==> src/irfd_pkg.sv <==
// irfd_pkg: shared types, codes and the key lookup for the ir frame decoder
// and encoder count block. No dependencies.

package irfd_pkg;

    localparam int unsigned DATA_W  = 32;
    localparam int unsigned FLOOR_W = 4;
    localparam int unsigned CMD_W   = 2;
    localparam int unsigned CFG_IDX_W = 2;

    typedef logic [DATA_W-1:0]  t_word;
    typedef logic [FLOOR_W-1:0] t_floor;

    // event kinds; code 3 means nothing and falls to the default arm
    typedef enum logic [CMD_W-1:0] {
        CMD_ENC_A = 2'd0,
        CMD_ENC_B = 2'd1,
        CMD_IR    = 2'd2
    } t_cmd;

    // configuration register indexes
    localparam logic [CFG_IDX_W-1:0] CFG_FRAME_GAP = 2'd0;
    localparam logic [CFG_IDX_W-1:0] CFG_ZERO_MIN  = 2'd1;
    localparam logic [CFG_IDX_W-1:0] CFG_BIT_SPLIT = 2'd2;
    localparam logic [CFG_IDX_W-1:0] CFG_ONE_MAX   = 2'd3;

    localparam t_word FRAME_GAP_RST = 32'd10000;
    localparam t_word ZERO_MIN_RST  = 32'd1000;
    localparam t_word BIT_SPLIT_RST = 32'd2000;
    localparam t_word ONE_MAX_RST   = 32'd3000;

    localparam t_floor FLOOR_MAX = 4'd9;

    typedef struct packed {
        logic   valid;
        t_floor floor_num;
    } t_key;

    // low byte of the frame to floor number
    function automatic t_key key_lookup(input logic [7:0] code);
        t_key k;
        k.valid     = 1'b1;
        k.floor_num = '0;
        case (code)
            8'h16: k.floor_num = 4'd0;
            8'h0C: k.floor_num = 4'd1;
            8'h18: k.floor_num = 4'd2;
            8'h5E: k.floor_num = 4'd3;
            8'h08: k.floor_num = 4'd4;
            8'h1C: k.floor_num = 4'd5;
            8'h5A: k.floor_num = 4'd6;
            8'h42: k.floor_num = 4'd7;
            8'h52: k.floor_num = 4'd8;
            8'h4A: k.floor_num = 4'd9;
            default: k.valid = 1'b0;
        endcase
        return k;
    endfunction

endpackage

==> src/irfd_if.sv <==
// irfd_evt_if / irfd_res_if: valid/ready channels for edge events and results
// depends on irfd_pkg

interface irfd_evt_if;
    logic              valid;
    logic              ready;
    logic [1:0]        cmd;
    logic              other_phase;
    irfd_pkg::t_word   stamp;

    modport source (output valid, output cmd, output other_phase, output stamp, input ready);
    modport sink   (input valid, input cmd, input other_phase, input stamp, output ready);
endinterface

interface irfd_res_if;
    logic                   valid;
    logic                   ready;
    logic signed [31:0]     position;
    irfd_pkg::t_word        frame_code;
    logic                   frame_done;
    irfd_pkg::t_floor       key_floor;
    logic                   key_valid;

    modport source (output valid, output position, output frame_code, output frame_done,
                    output key_floor, output key_valid, input ready);
    modport sink   (input valid, input position, input frame_code, input frame_done,
                    input key_floor, input key_valid, output ready);
endinterface

==> src/ir_frame_decoder_and_encoder_count.sv <==
// ir_frame_decoder_and_encoder_count: quadrature position counter and ir pulse
// distance frame receiver; depends on irfd_pkg and the channels in irfd_if.sv
//
//  channel   dir  transfer when          carries
//  i_evt     in   valid && ready         cmd, other_phase, stamp
//  o_res     out  valid && ready         position, frame_code, frame_done, key_*
//  cfg       in   i_cfg_we               i_cfg_idx, i_cfg_wdata
//
// one event per cycle unless o_res stalls; the result follows in the next cycle.
// the state update and result compute sit in one stage ahead of the result
// register, whose gap subtract and bound compares set the path.
// i_evt.ready is low only while a result is held and o_res.ready is low.
// synchronous active-low reset: position, stamp, code and bit count clear,
// the gap bounds return to 10000/1000/2000/3000.

module ir_frame_decoder_and_encoder_count #(
    parameter int unsigned FRAME_BITS = 32
) (
    input  logic                           i_clk,
    input  logic                           i_rst_n,
    input  logic                           i_cfg_we,
    input  logic [irfd_pkg::CFG_IDX_W-1:0] i_cfg_idx,
    input  irfd_pkg::t_word                i_cfg_wdata,
    irfd_evt_if.sink                       i_evt,
    irfd_res_if.source                     o_res
);
    import irfd_pkg::*;

    localparam int unsigned CNT_W = $clog2(FRAME_BITS + 1);

    t_word r_frame_gap, r_zero_min, r_bit_split, r_one_max;

    t_word            r_count, n_count;
    t_word            r_last, n_last;
    t_word            r_shift, n_shift;
    logic [CNT_W-1:0] r_bits, n_bits;
    logic             n_done;
    t_key             n_key;

    logic             r_out_valid;
    t_word            r_pos, r_code;
    logic             r_done;
    t_key             r_key;

    t_word            diff, gap;
    logic [CNT_W-1:0] bits_inc;
    logic             accept;

    assign i_evt.ready = !r_out_valid || o_res.ready;
    assign accept      = i_evt.valid && i_evt.ready;

    // configuration
    always_ff @(posedge i_clk) begin
        if (!i_rst_n) begin
            r_frame_gap <= FRAME_GAP_RST;
            r_zero_min  <= ZERO_MIN_RST;
            r_bit_split <= BIT_SPLIT_RST;
            r_one_max   <= ONE_MAX_RST;
        end else if (i_cfg_we) begin
            case (i_cfg_idx)
                CFG_FRAME_GAP: r_frame_gap <= i_cfg_wdata;
                CFG_ZERO_MIN:  r_zero_min  <= i_cfg_wdata;
                CFG_BIT_SPLIT: r_bit_split <= i_cfg_wdata;
                CFG_ONE_MAX:   r_one_max   <= i_cfg_wdata;
                default: ;
            endcase
        end
    end

    // gap is one short of the modular distance when the timer wrapped
    assign diff     = i_evt.stamp - r_last;
    assign gap      = (i_evt.stamp >= r_last) ? diff : diff - 32'd1;
    assign bits_inc = r_bits + CNT_W'(1);

    always_comb begin
        n_count = r_count;
        n_last  = r_last;
        n_shift = r_shift;
        n_bits  = r_bits;
        n_done  = 1'b0;
        n_key   = '0;
        case (i_evt.cmd)
            CMD_ENC_A: n_count = i_evt.other_phase ? r_count + 32'd1 : r_count - 32'd1;
            CMD_ENC_B: n_count = i_evt.other_phase ? r_count - 32'd1 : r_count + 32'd1;
            CMD_IR: begin
                n_last = i_evt.stamp;
                if (gap > r_frame_gap) begin
                    n_shift = '0;
                    n_bits  = '0;
                end else if (gap > r_zero_min && gap < r_bit_split) begin
                    n_shift = {r_shift[DATA_W-2:0], 1'b0};
                    n_bits  = bits_inc;
                end else if (gap > r_bit_split && gap < r_one_max) begin
                    n_shift = {r_shift[DATA_W-2:0], 1'b1};
                    n_bits  = bits_inc;
                end
                if (n_bits >= CNT_W'(FRAME_BITS)) begin
                    n_done = 1'b1;
                    n_bits = '0;
                    n_key  = key_lookup(n_shift[7:0]);
                end
            end
            default: ;
        endcase
    end

    always_ff @(posedge i_clk) begin
        if (!i_rst_n) begin
            r_count     <= '0;
            r_last      <= '0;
            r_shift     <= '0;
            r_bits      <= '0;
            r_out_valid <= 1'b0;
        end else if (accept) begin
            r_count     <= n_count;
            r_last      <= n_last;
            r_shift     <= n_shift;
            r_bits      <= n_bits;
            r_out_valid <= 1'b1;
        end else if (o_res.ready) begin
            r_out_valid <= 1'b0;
        end
    end

    // result payload
    always_ff @(posedge i_clk) begin
        if (accept) begin
            r_pos  <= n_count;
            r_code <= n_shift;
            r_done <= n_done;
            r_key  <= n_key;
        end
    end

    assign o_res.valid      = r_out_valid;
    assign o_res.position   = r_pos;
    assign o_res.frame_code = r_code;
    assign o_res.frame_done = r_done;
    assign o_res.key_floor  = r_key.floor_num;
    assign o_res.key_valid  = r_key.valid;

endmodule

==> src/flat_wrapper.sv <==
// flat-port wrapper written by rule: the top's interface ports become plain ports
module ir_frame_decoder_and_encoder_count_flat import irfd_pkg::*;
#(
    parameter int unsigned FRAME_BITS = 32
)
  (i_clk, i_rst_n, i_cfg_we, i_cfg_idx, i_cfg_wdata, i_evt_valid, i_evt_cmd, i_evt_other_phase, i_evt_stamp, i_evt_ready, o_res_valid, o_res_position, o_res_frame_code, o_res_frame_done, o_res_key_floor, o_res_key_valid, o_res_ready);
  irfd_evt_if i_evt_i ();
  irfd_res_if o_res_i ();
  input  logic i_clk;
  input  logic i_rst_n;
  input  logic i_cfg_we;
  input  logic [irfd_pkg::CFG_IDX_W-1:0] i_cfg_idx;
  input  irfd_pkg::t_word i_cfg_wdata;
  input wire logic [$bits(i_evt_i.valid)-1:0] i_evt_valid;
  input wire logic [$bits(i_evt_i.cmd)-1:0] i_evt_cmd;
  input wire logic [$bits(i_evt_i.other_phase)-1:0] i_evt_other_phase;
  input wire logic [$bits(i_evt_i.stamp)-1:0] i_evt_stamp;
  output wire logic [$bits(i_evt_i.ready)-1:0] i_evt_ready;
  output wire logic [$bits(o_res_i.valid)-1:0] o_res_valid;
  output wire logic [$bits(o_res_i.position)-1:0] o_res_position;
  output wire logic [$bits(o_res_i.frame_code)-1:0] o_res_frame_code;
  output wire logic [$bits(o_res_i.frame_done)-1:0] o_res_frame_done;
  output wire logic [$bits(o_res_i.key_floor)-1:0] o_res_key_floor;
  output wire logic [$bits(o_res_i.key_valid)-1:0] o_res_key_valid;
  input wire logic [$bits(o_res_i.ready)-1:0] o_res_ready;
  assign i_evt_i.valid = i_evt_valid;
  assign i_evt_i.cmd = i_evt_cmd;
  assign i_evt_i.other_phase = i_evt_other_phase;
  assign i_evt_i.stamp = i_evt_stamp;
  assign i_evt_ready = i_evt_i.ready;
  assign o_res_valid = o_res_i.valid;
  assign o_res_position = o_res_i.position;
  assign o_res_frame_code = o_res_i.frame_code;
  assign o_res_frame_done = o_res_i.frame_done;
  assign o_res_key_floor = o_res_i.key_floor;
  assign o_res_key_valid = o_res_i.key_valid;
  assign o_res_i.ready = o_res_ready;
  ir_frame_decoder_and_encoder_count #(.FRAME_BITS(FRAME_BITS)) u_core (.i_clk(i_clk), .i_rst_n(i_rst_n), .i_cfg_we(i_cfg_we), .i_cfg_idx(i_cfg_idx), .i_cfg_wdata(i_cfg_wdata), .i_evt(i_evt_i), .o_res(o_res_i));
endmodule
==> config.mk <==
export PLATFORM = sky130hd
export DESIGN_NAME = ir_frame_decoder_and_encoder_count_flat
export DESIGN_NICKNAME = d
export VERILOG_FILES = /design/src/irfd_pkg.sv /design/src/irfd_if.sv /design/src/ir_frame_decoder_and_encoder_count.sv /design/src/flat_wrapper.sv
export SDC_FILE = /design/constraint.sdc
export NUM_CORES = 1
export LEC_CHECK = 0
export BUFFER_PORTS_ARGS = -buffer_cell sky130_fd_sc_hd__buf_2
export CORE_ASPECT_RATIO = 0.75
export CORE_MARGIN = 10
export CORE_UTILIZATION = 61
export DETAILED_ROUTE_END_ITERATION = 16
export PLACE_DENSITY = 0.82
export REMOVE_ABC_BUFFERS = 1
export SKIP_CTS_REPAIR_TIMING = 1
export SYNTH_ARGS = -nofsm -noshare
export SYNTH_HDL_FRONTEND = slang
export SYNTH_SLANG_ARGS = --single-unit
==> constraint.sdc <==
create_clock -name i_clk -period 8.8 [get_ports i_clk]
set_input_delay 1.76 -clock i_clk [delete_from_list [all_inputs] [get_ports i_clk]]
set_output_delay 1.76 -clock i_clk [all_outputs]
set_load 0.05 [all_outputs]
## Word-level counts from Yosys, hierarchy flattened

Cells that the tools add are included.

| storage, ports and cells | value |
|---|---|
| output and inout bits | 72 |
| register bits | 301 |
| logic and storage cells | 75 |
| input bits | 74 |

| cells by class | value |
|---|---|
| reductions and logical operators | 15 |
| order comparisons | 7 |
| equality and inequality tests | 15 |
| muxes and demuxes | 19 |
| add/subtract/negate cells | 5 |

Operators with widths:

| operator | number |
|---|---|
| $mux 32 | 8 |
| $gt 32x32->1 | 3 |
| $lt 32x32->1 | 2 |
| $pmux 32 s2 | 1 |
| $sub 32x1->32 const B | 2 |
| $eq 8x7->1 const B | 5 |
| $pmux 4 s9 | 1 |
| $add 32x1->32 const B | 1 |
| $ge 32x32->1 | 1 |
| $sub 32x32->32 | 1 |
| $mux 6 | 5 |
| $eq 8x5->1 const B | 3 |
| $eq 8x4->1 const B | 2 |
| $reduce_and 2->1 | 6 |
| $reduce_or 10->1 | 1 |
| $add 6x1->6 const B | 1 |
| $eq 2x2->1 const B | 3 |
| $ge 6x6->1 const B | 1 |
| $eq 2x1->1 const B | 2 |
| $logic_not 2->1 | 2 |
| $mux 1 | 4 |
| $logic_and 1x1->1 | 3 |
| $reduce_bool 2->1 | 1 |
| $logic_not 1->1 | 1 |
| $logic_or 1x1->1 | 1 |

## Longest topological paths before layout

Gate-level depths: netlist of the first run.

| depth | value |
|---|---|
| word-level depth | 12 |
| depth in mapped cells | 28 |
| depth with buffers taken out | 28 |

## Worst setup path after synthesis of the first run

Ideal clock, no wire load.

| path | value |
|---|---|
| kind | input-to-reg |
| start | input i_evt_stamp[0] |
| end | register u_core.r_key (netlist bit u_core.o_res.key_valid), data pin |
| setup time | 0.283 ns |
| arrival | 7.527 ns |
| slack | 0.990 ns |
| required time | 8.517 ns |
| path buffers | 0 |
| stages on the path | 27 |
| cell sequence | inv_1 -> ha_1 -> inv_1 -> fa_1 -> nand3_1 -> a21oi_1 -> o31a_2 -> or2_4 -> a21oi_4 -> o21ai_2 -> xor2_2 -> or3_4 -> or3_4 -> nor4_4 -> xnor2_1 -> ha_1 -> nand4_1 -> nor4_1 -> nand4_1 -> o221ai_1 -> nor3_1 -> and2_1 -> a21oi_2 -> mux2_2 -> nor4b_1 -> nor4_1 -> a41oi_1 |

| between the ends | value |
|---|---|
| longest elaborated chain between the ends | 12 |
| elaborated cells between the ends (all ways) | 33 |
| those cells by class | 2 x add/sub; 7 x order compare; 10 x eq/ne; 10 x mux; 4 x reduce/logical |

RTL lines:

| element | line | RTL |
|---|---|---|
| start, declared | flat_wrapper.sv:17 | `input wire logic [$bits(i_evt_i.stamp)-1:0] i_evt_stamp;` |
| $sub 32x32->32 | ir_frame_decoder_and_encoder_count.sv:71 | `assign diff = i_evt.stamp - r_last;` |
| $sub 32x1->32 | ir_frame_decoder_and_encoder_count.sv:72 | `assign gap = (i_evt.stamp >= r_last) ? diff : diff - 32'd1;` |
| $mux 32 (*) | ir_frame_decoder_and_encoder_count.sv:72 |  |
| $gt 32x32->1 or $lt 32x32->1 (tied branches) | ir_frame_decoder_and_encoder_count.sv:93 | `end else if (gap > r_bit_split && gap < r_one_max) begin` |
| $logic_and 1x1->1 | ir_frame_decoder_and_encoder_count.sv:93 |  |
| $mux 32 | ir_frame_decoder_and_encoder_count.sv:93 |  |
| $mux 32 | ir_frame_decoder_and_encoder_count.sv:90 | `end else if (gap > r_zero_min && gap < r_bit_split) begin` |
| $mux 32 | ir_frame_decoder_and_encoder_count.sv:87 | `if (gap > r_frame_gap) begin` |
| $mux 32 | ir_frame_decoder_and_encoder_count.sv:82 | `case (i_evt.cmd)` |
| $eq 8x5->1, or another cell as far along | irfd_pkg.sv:44 | `case (code)` |
| $reduce_or 10->1 (no source line) | n/a |  |
| $mux 1 | irfd_pkg.sv:44 |  |
| end signal, assigned | ir_frame_decoder_and_encoder_count.sv:131 | `r_key <= n_key;` |
| end, declared | ir_frame_decoder_and_encoder_count.sv:43 | `t_key r_key;` |

Mark *: on every way between the ends. The rest lies on a longest branch, timed or not. The select of a mux whose other input is x is not followed.
A chain may end at the register's enable or synchronous reset.

## Worst setup path in the final report of the first run

Ends and elaborated chain as after synthesis.

==> impl_metrics.toml, run 1 <==
[critical_path]
crit_required_ns = 9.23
startpoint_type = "input pin"
worstPathMaxFanout = 8
slowest_stage = "nor4_1"
arrival_ns = 8.70
criticalPathCategory = "input pin to register"
worst_setup_path_end_kind = "register"
crit_path_max_incr_delay_ns = 0.61
timing.rr.start = "u_core.r_last[16]$_SDFFE_PN0P_"
r2r_slack_ns = 1.52
worst_r2r_endpoint = "u_core.o_res.key_valid$_SDFFCE_PN0P_"
rr_worst_depth = 27

[die]
die_y_um = 170
fp.dieW_um = 219
start_util_pct = 62.2
design.core.area_um2 = 29300
die_area_um2 = 37200
rows = 54
ios = 146

[detailed_routing]
wl_per_cell_um = 18.3
routed_wl_um = 49900
drc = 0
ant_nets = 0
drtPass1Iterations = 6
detail_route.iter0.violations = 1850
num_vias = 16300
via_per_inst = 5.99

[clocking]
htreeDepth = 1
cts_buffers = 30
ctsRootBufferMaster = "clkbuf_16"
cts_buffer_depth = 3
clock_latency_ns = 0.59
cts_tree = "yes"
clock-sinks = 301
clk_pin_slew_worst_paths_ns = 0.07

[hold_path]
hold_end = "u_core.r_last[29]$_SDFFE_PN0P_"
hp-class = "register to register"
holdPathStages = 2
min_from = "u_core.r_last[29]$_SDFFE_PN0P_"

[run]
cap_violations = 0

[sta]
slew_headroom_pct = 26.2
fin_setup_tns_ns = 0
worstMarginPinSlew_ns = 1.11
finalClockSkew_ns = 0.0219
min_period_ns = 8.27
finalCritPeriodShare_pct = 94.0
setup_viol = 0
rsz0062_at_grt = "false"
max_freq_mhz = 121
slew_viol_final = 0
finalHoldViolations = 0

[placement]
portBuffers = 145
gp_congestion = 0.952
dp_cells = 2669
dp_hpwl_um = 35800

[synth]
avgSynthCellArea_um2 = 8.21
synth_most_common_cell = "nand2_1"
synth_common_cells = "nand2_1 (410), dfxtp_1 (231), a21oi_1 (224), inv_1 (186), ha_1 (163)"
ys_ff_latch = 301
synth_edf_count = 70
seq_area_frac_synth_pct = 37.0
ys_async_sr_fraction_pct = 0
synth.distinct_cells = 95
synth_top_cell_by_area = "dfxtp_1"
ys.warnings.count = 0
synth_flop_cell = "dfxtp_1"
netlist_area_um2 = 18200
syn_inst = 2214
synth_top_area_share_pct = 25.4
ys_top_cells_by_area = "dfxtp_1 (25%), edfxtp_1 (12%), ha_1 (11%), nand2_1 (8.5%), a21oi_1 (6.2%)"

[global_routing]
grt_max_degree = 99
overflow = 0
grt_pass1_vias = 15300
antenna_found_initial = 1
grt_pass1_wl_um = 79600
grt_usage_pct = 25.8

[layout]
area_delta_synth_final_pct = 11.3
layout-drive-gt1-share_pct = 11.6
instances_no_fill = 2726
nets = 2547

[power]
leakage_uw = 0.00833
vdd_drop_max_mv = 0.144
power.density_nw_per_um2 = 196

[status]
status = "finished, final reports clean"
critical path: cells and delay by family:
kind / cells / cell delay [ns]
buffers and inverters: 5 / 0.62
AND/OR/NAND/NOR: 10 / 2.67
adder cells (fa/ha/maj): 3 / 0.93
XOR/XNOR: 1 / 0.21
multiplexers: 1 / 0.33
AO/OA/AOI/OAI: 10 / 2.16
flip-flops by register name, summed over array words and instances, names as in the netlist:
name                     flops
u_core.r_count              32
u_core.o_res.frame_done      1
u_core.r_one_max            32
u_core.r_bits                6
u_core.r_zero_min           32
u_core.r_last               32
u_core.r_shift              32
u_core.r_bit_split          32
u_core.o_res.frame_code     32
u_core.o_res.position       32
u_core.o_res.key_valid       1
u_core.o_res.valid           1
u_core.r_frame_gap          32
u_core.o_res.key_floor       4
cell type report:
class                           count  area (um2)
Timing Repair Buffer              174         943
Antenna cell                        1        2.50
Clock buffer                       38         791
Fill cell                        2376        9020
Clock inverter                     18         285
Tap cell                          392         490
Sequential cell                   301        6730
Inverter                          187         706
Multi-Input combinational cell   1615       10300
kinds of logic (layout without fill, tap and decap cells):
group	count (synthesis)	in the layout	share of synthesized area [%]
fa+ha+maj	164	164	11.3
xor+xnor	108	108	5.24
compound gates	492	492	17.7
mux	9	9	0.537
buf+inv	298	417	6.49
flops	301	301	37.0
other cells	0	1	0
simple gates	842	842	21.7
metrics by stage:
step	hold slack [ns]	cell area, um2	util, %	setup WS [ns]	power (uW)
after detailed placement	0.446	19200	65.5	0.0648	2560
after floorplan	0.432	17700	-	0.754	2260
after global placement	0.441	19200	65.5	0.246	2530
after CTS	0.454	20200	69.2	0.672	3970
after global routing	0.469	20200	69.2	0.0417	4140
final	0.453	20200	69.2	0.529	3980
worst max path at each step:
stage                   start                              endpoint  cells after the start
2_1_floorplan  i_evt_stamp[0]  u_core.o_res.key_valid$_SDFFCE_PN0P_                     27
3_3_place_gp   i_evt_stamp[0]  u_core.o_res.key_valid$_SDFFCE_PN0P_                     28
3_5_place_dp   i_evt_stamp[0]  u_core.o_res.key_valid$_SDFFCE_PN0P_                     30
4_1_cts        i_evt_stamp[0]  u_core.o_res.key_valid$_SDFFCE_PN0P_                     30
5_1_grt        i_evt_stamp[0]  u_core.o_res.key_valid$_SDFFCE_PN0P_                     29
6_report       i_evt_stamp[0]  u_core.o_res.key_valid$_SDFFCE_PN0P_                     30
cells in the final DEF, fill, tap and decap left out, types with 29 or more instances in the layout:
master	instances
nand2_1	409
dfxtp_1	231
a21oi_1	224
inv_1	185
ha_1	163
buf_2	145
nor2_1	135
xor2_1	75
edfxtp_1	70
nand3_1	45
nand4_1	44
o21ai_0	41
nand2b_1	39
nor3_1	38
o211ai_1	35
xnor2_1	32
a22o_1	31
clkbuf_16	30
buf_4	29
layer usage:
metal  GRT usage [%]  vias up  routed length (um)
met4            5.50        0                 922
met3            4.11       76                4000
met5               0        -                   0
li1                -     7892                   -
met2            39.8      689               21800
met1            37.3     7666               23100
power by group:
group / internal (uW) / total (uW) / switching, uW
registers: 1500 / 1540 / 43.5
clock network: 845 / 1420 / 572
logic: 350 / 1020 / 669
No activity file was read; power rests on OpenSTA's default activity.
==> inputs of run 2 (changes only) <==
Settings changed: CORE_UTILIZATION 61 to 55, PLACE_DENSITY 0.82 to 0.78.
Clock period 8.8 ns to 7.57 ns, I/O delays scaled along.
==> impl_metrics.toml, run 2 (synthesis results as in run 1) <==
[placement]
dp_hpwl_um = 38500
dpl-instance-area_um2 = 20900
portBuffers = 145
gp_congestion = 0.952

[clocking]
cts_tree = "yes"
clock_latency_ns = 0.61
cts_buffer_depth = 3
cts_buffers = 30
ctsRootBufferMaster = "clkbuf_16"
htreeDepth = 1
clk_pin_slew_worst_paths_ns = 0.07
clock-sinks = 301

[die]
rows = 57
die_area_um2 = 40800
fp.dieW_um = 230
start_util_pct = 55.9
die_y_um = 177
design.core.area_um2 = 32500
ios = 146

[layout]
fin_area_um2 = 22200
multiInputGateArea_um2 = 10500
fill_cells = 2706
mostFrequentLayoutCells = "nand2_1 (409), buf_4 (240), dfxtp_1 (231)"
seqCellArea_um2 = 6730
area_delta_synth_final_pct = 21.8
nets = 2763
final_util_pct = 68.1
layout-drive-gt1-share_pct = 20.5
final_common_cell = "nand2_1"

[detailed_routing]
routed_wl_um = 51700
drtPass1Iterations = 5
wl_per_cell_um = 17.3
drc = 0
ant_nets = 0
num_vias = 17000
detail_route.iter0.violations = 1483
via_per_inst = 5.67

[critical_path]
crit_path_max_incr_delay_ns = 0.59
worst_setup_path_end_kind = "register"
worstPathMaxFanout = 6
path_common_cell = "buf_4"
arrival_ns = 7.70
startpoint_type = "input pin"
criticalPathCategory = "input pin to register"
rr_worst_depth = 30
slowest_stage = "or4b_4"
crit_required_ns = 8.00

[sta]
worstMarginPinSlew_ns = 1.13
finalHoldWorstSlack_ns = 0.454
max_freq_mhz = 138
finalCritPeriodShare_pct = 96.1
slew_viol_final = 0
min_period_ns = 7.27
finalHoldViolations = 0
setup_viol = 0
slew_headroom_pct = 24.9
finalClockSkew_ns = 0.0248

[global_routing]
grt_usage_pct = 24.5
grt_max_degree = 103
overflow = 0
grt_pass1_wl_um = 83700
grt_pass1_vias = 16400
antenna_found_initial = 1

[power]
leakage_uw = 0.00946
vdd_drop_max_mv = 0.210
total_power_uw = 4740
power.density_nw_per_um2 = 214

[hold_path]
holdPathStages = 2
hp-class = "register to register"

[status]
status = "finished, final reports clean"

[run]
cap_violations = 0
[run 2: cell types whose count changed in the layout (fill, tap and decap cells not counted), moves of 4 or more]
cell	delta
clkbuf_1	-4
clkbuf_8	+8
xnor2_1	-4
buf_4	+211
bufinv_16	-7
xnor2_2	+4
[run 2: path summary, 6_finish.rpt]
path	endpoint	start	slack (ns)
worst min register to register	u_core.r_last[5]$_SDFFE_PN0P_	u_core.r_last[5]$_SDFFE_PN0P_	0.45
worst min-delay path	u_core.r_last[5]$_SDFFE_PN0P_	u_core.r_last[5]$_SDFFE_PN0P_	0.45
worst max register to register	u_core.o_res.key_valid$_SDFFCE_PN0P_	u_core.r_last[5]$_SDFFE_PN0P_	1.01
worst max-delay path	u_core.o_res.key_valid$_SDFFCE_PN0P_	i_evt_stamp[5]	0.30
[run 2: metrics by stage]
stage	TNS (ns)	std cells	worst slack (ns)
2_1_floorplan	-8.79	2103	-0.230
3_3_place_gp	-9.47	2932	-0.494
3_5_place_dp	-25.17	2932	-0.714
4_1_cts	-0.156	2988	-0.0901
5_1_grt	-0.0345	2992	-0.0200
6_report	0	2992	0.298
[run 2: power by group]
group | internal [uW] | switching [uW] | total, uW
clock | 863 | 670 | 1530
sequential | 1740 | 51.0 | 1790
combinational | 586 | 833 | 1420
total | 3190 | 1550 | 4740
[run 2: critical path: cells and delay by family]
kind / cells / cell delay [ns]
buffers and inverters: 6 / 0.92
muxes: 1 / 0.29
AOI/OAI and AO/OA: 11 / 2.23
xor gates and xnor gates: 1 / 0.09
and+or+nand+nor: 9 / 2.02
adders and majority gates: 2 / 0.63
[run 2: per-layer routing]
metal	routed length (um)	GRT usage (%)	up-vias
met1	23800	33.7	7976
met5	0	0	-
met2	23100	39.1	559
li1	-	-	8338
met3	3650	4.55	85
met4	1120	6.02	0
[run 2: cell type report]
type	instances	area share (%)
diodes	1	0.0113
repair buffers	390	11.8
clock buffers	44	4.22
multi-input cells	1615	47.5
clock inverters	12	0.463
flip-flops and latches	301	30.4
well taps	442	2.50
inverters	187	3.19
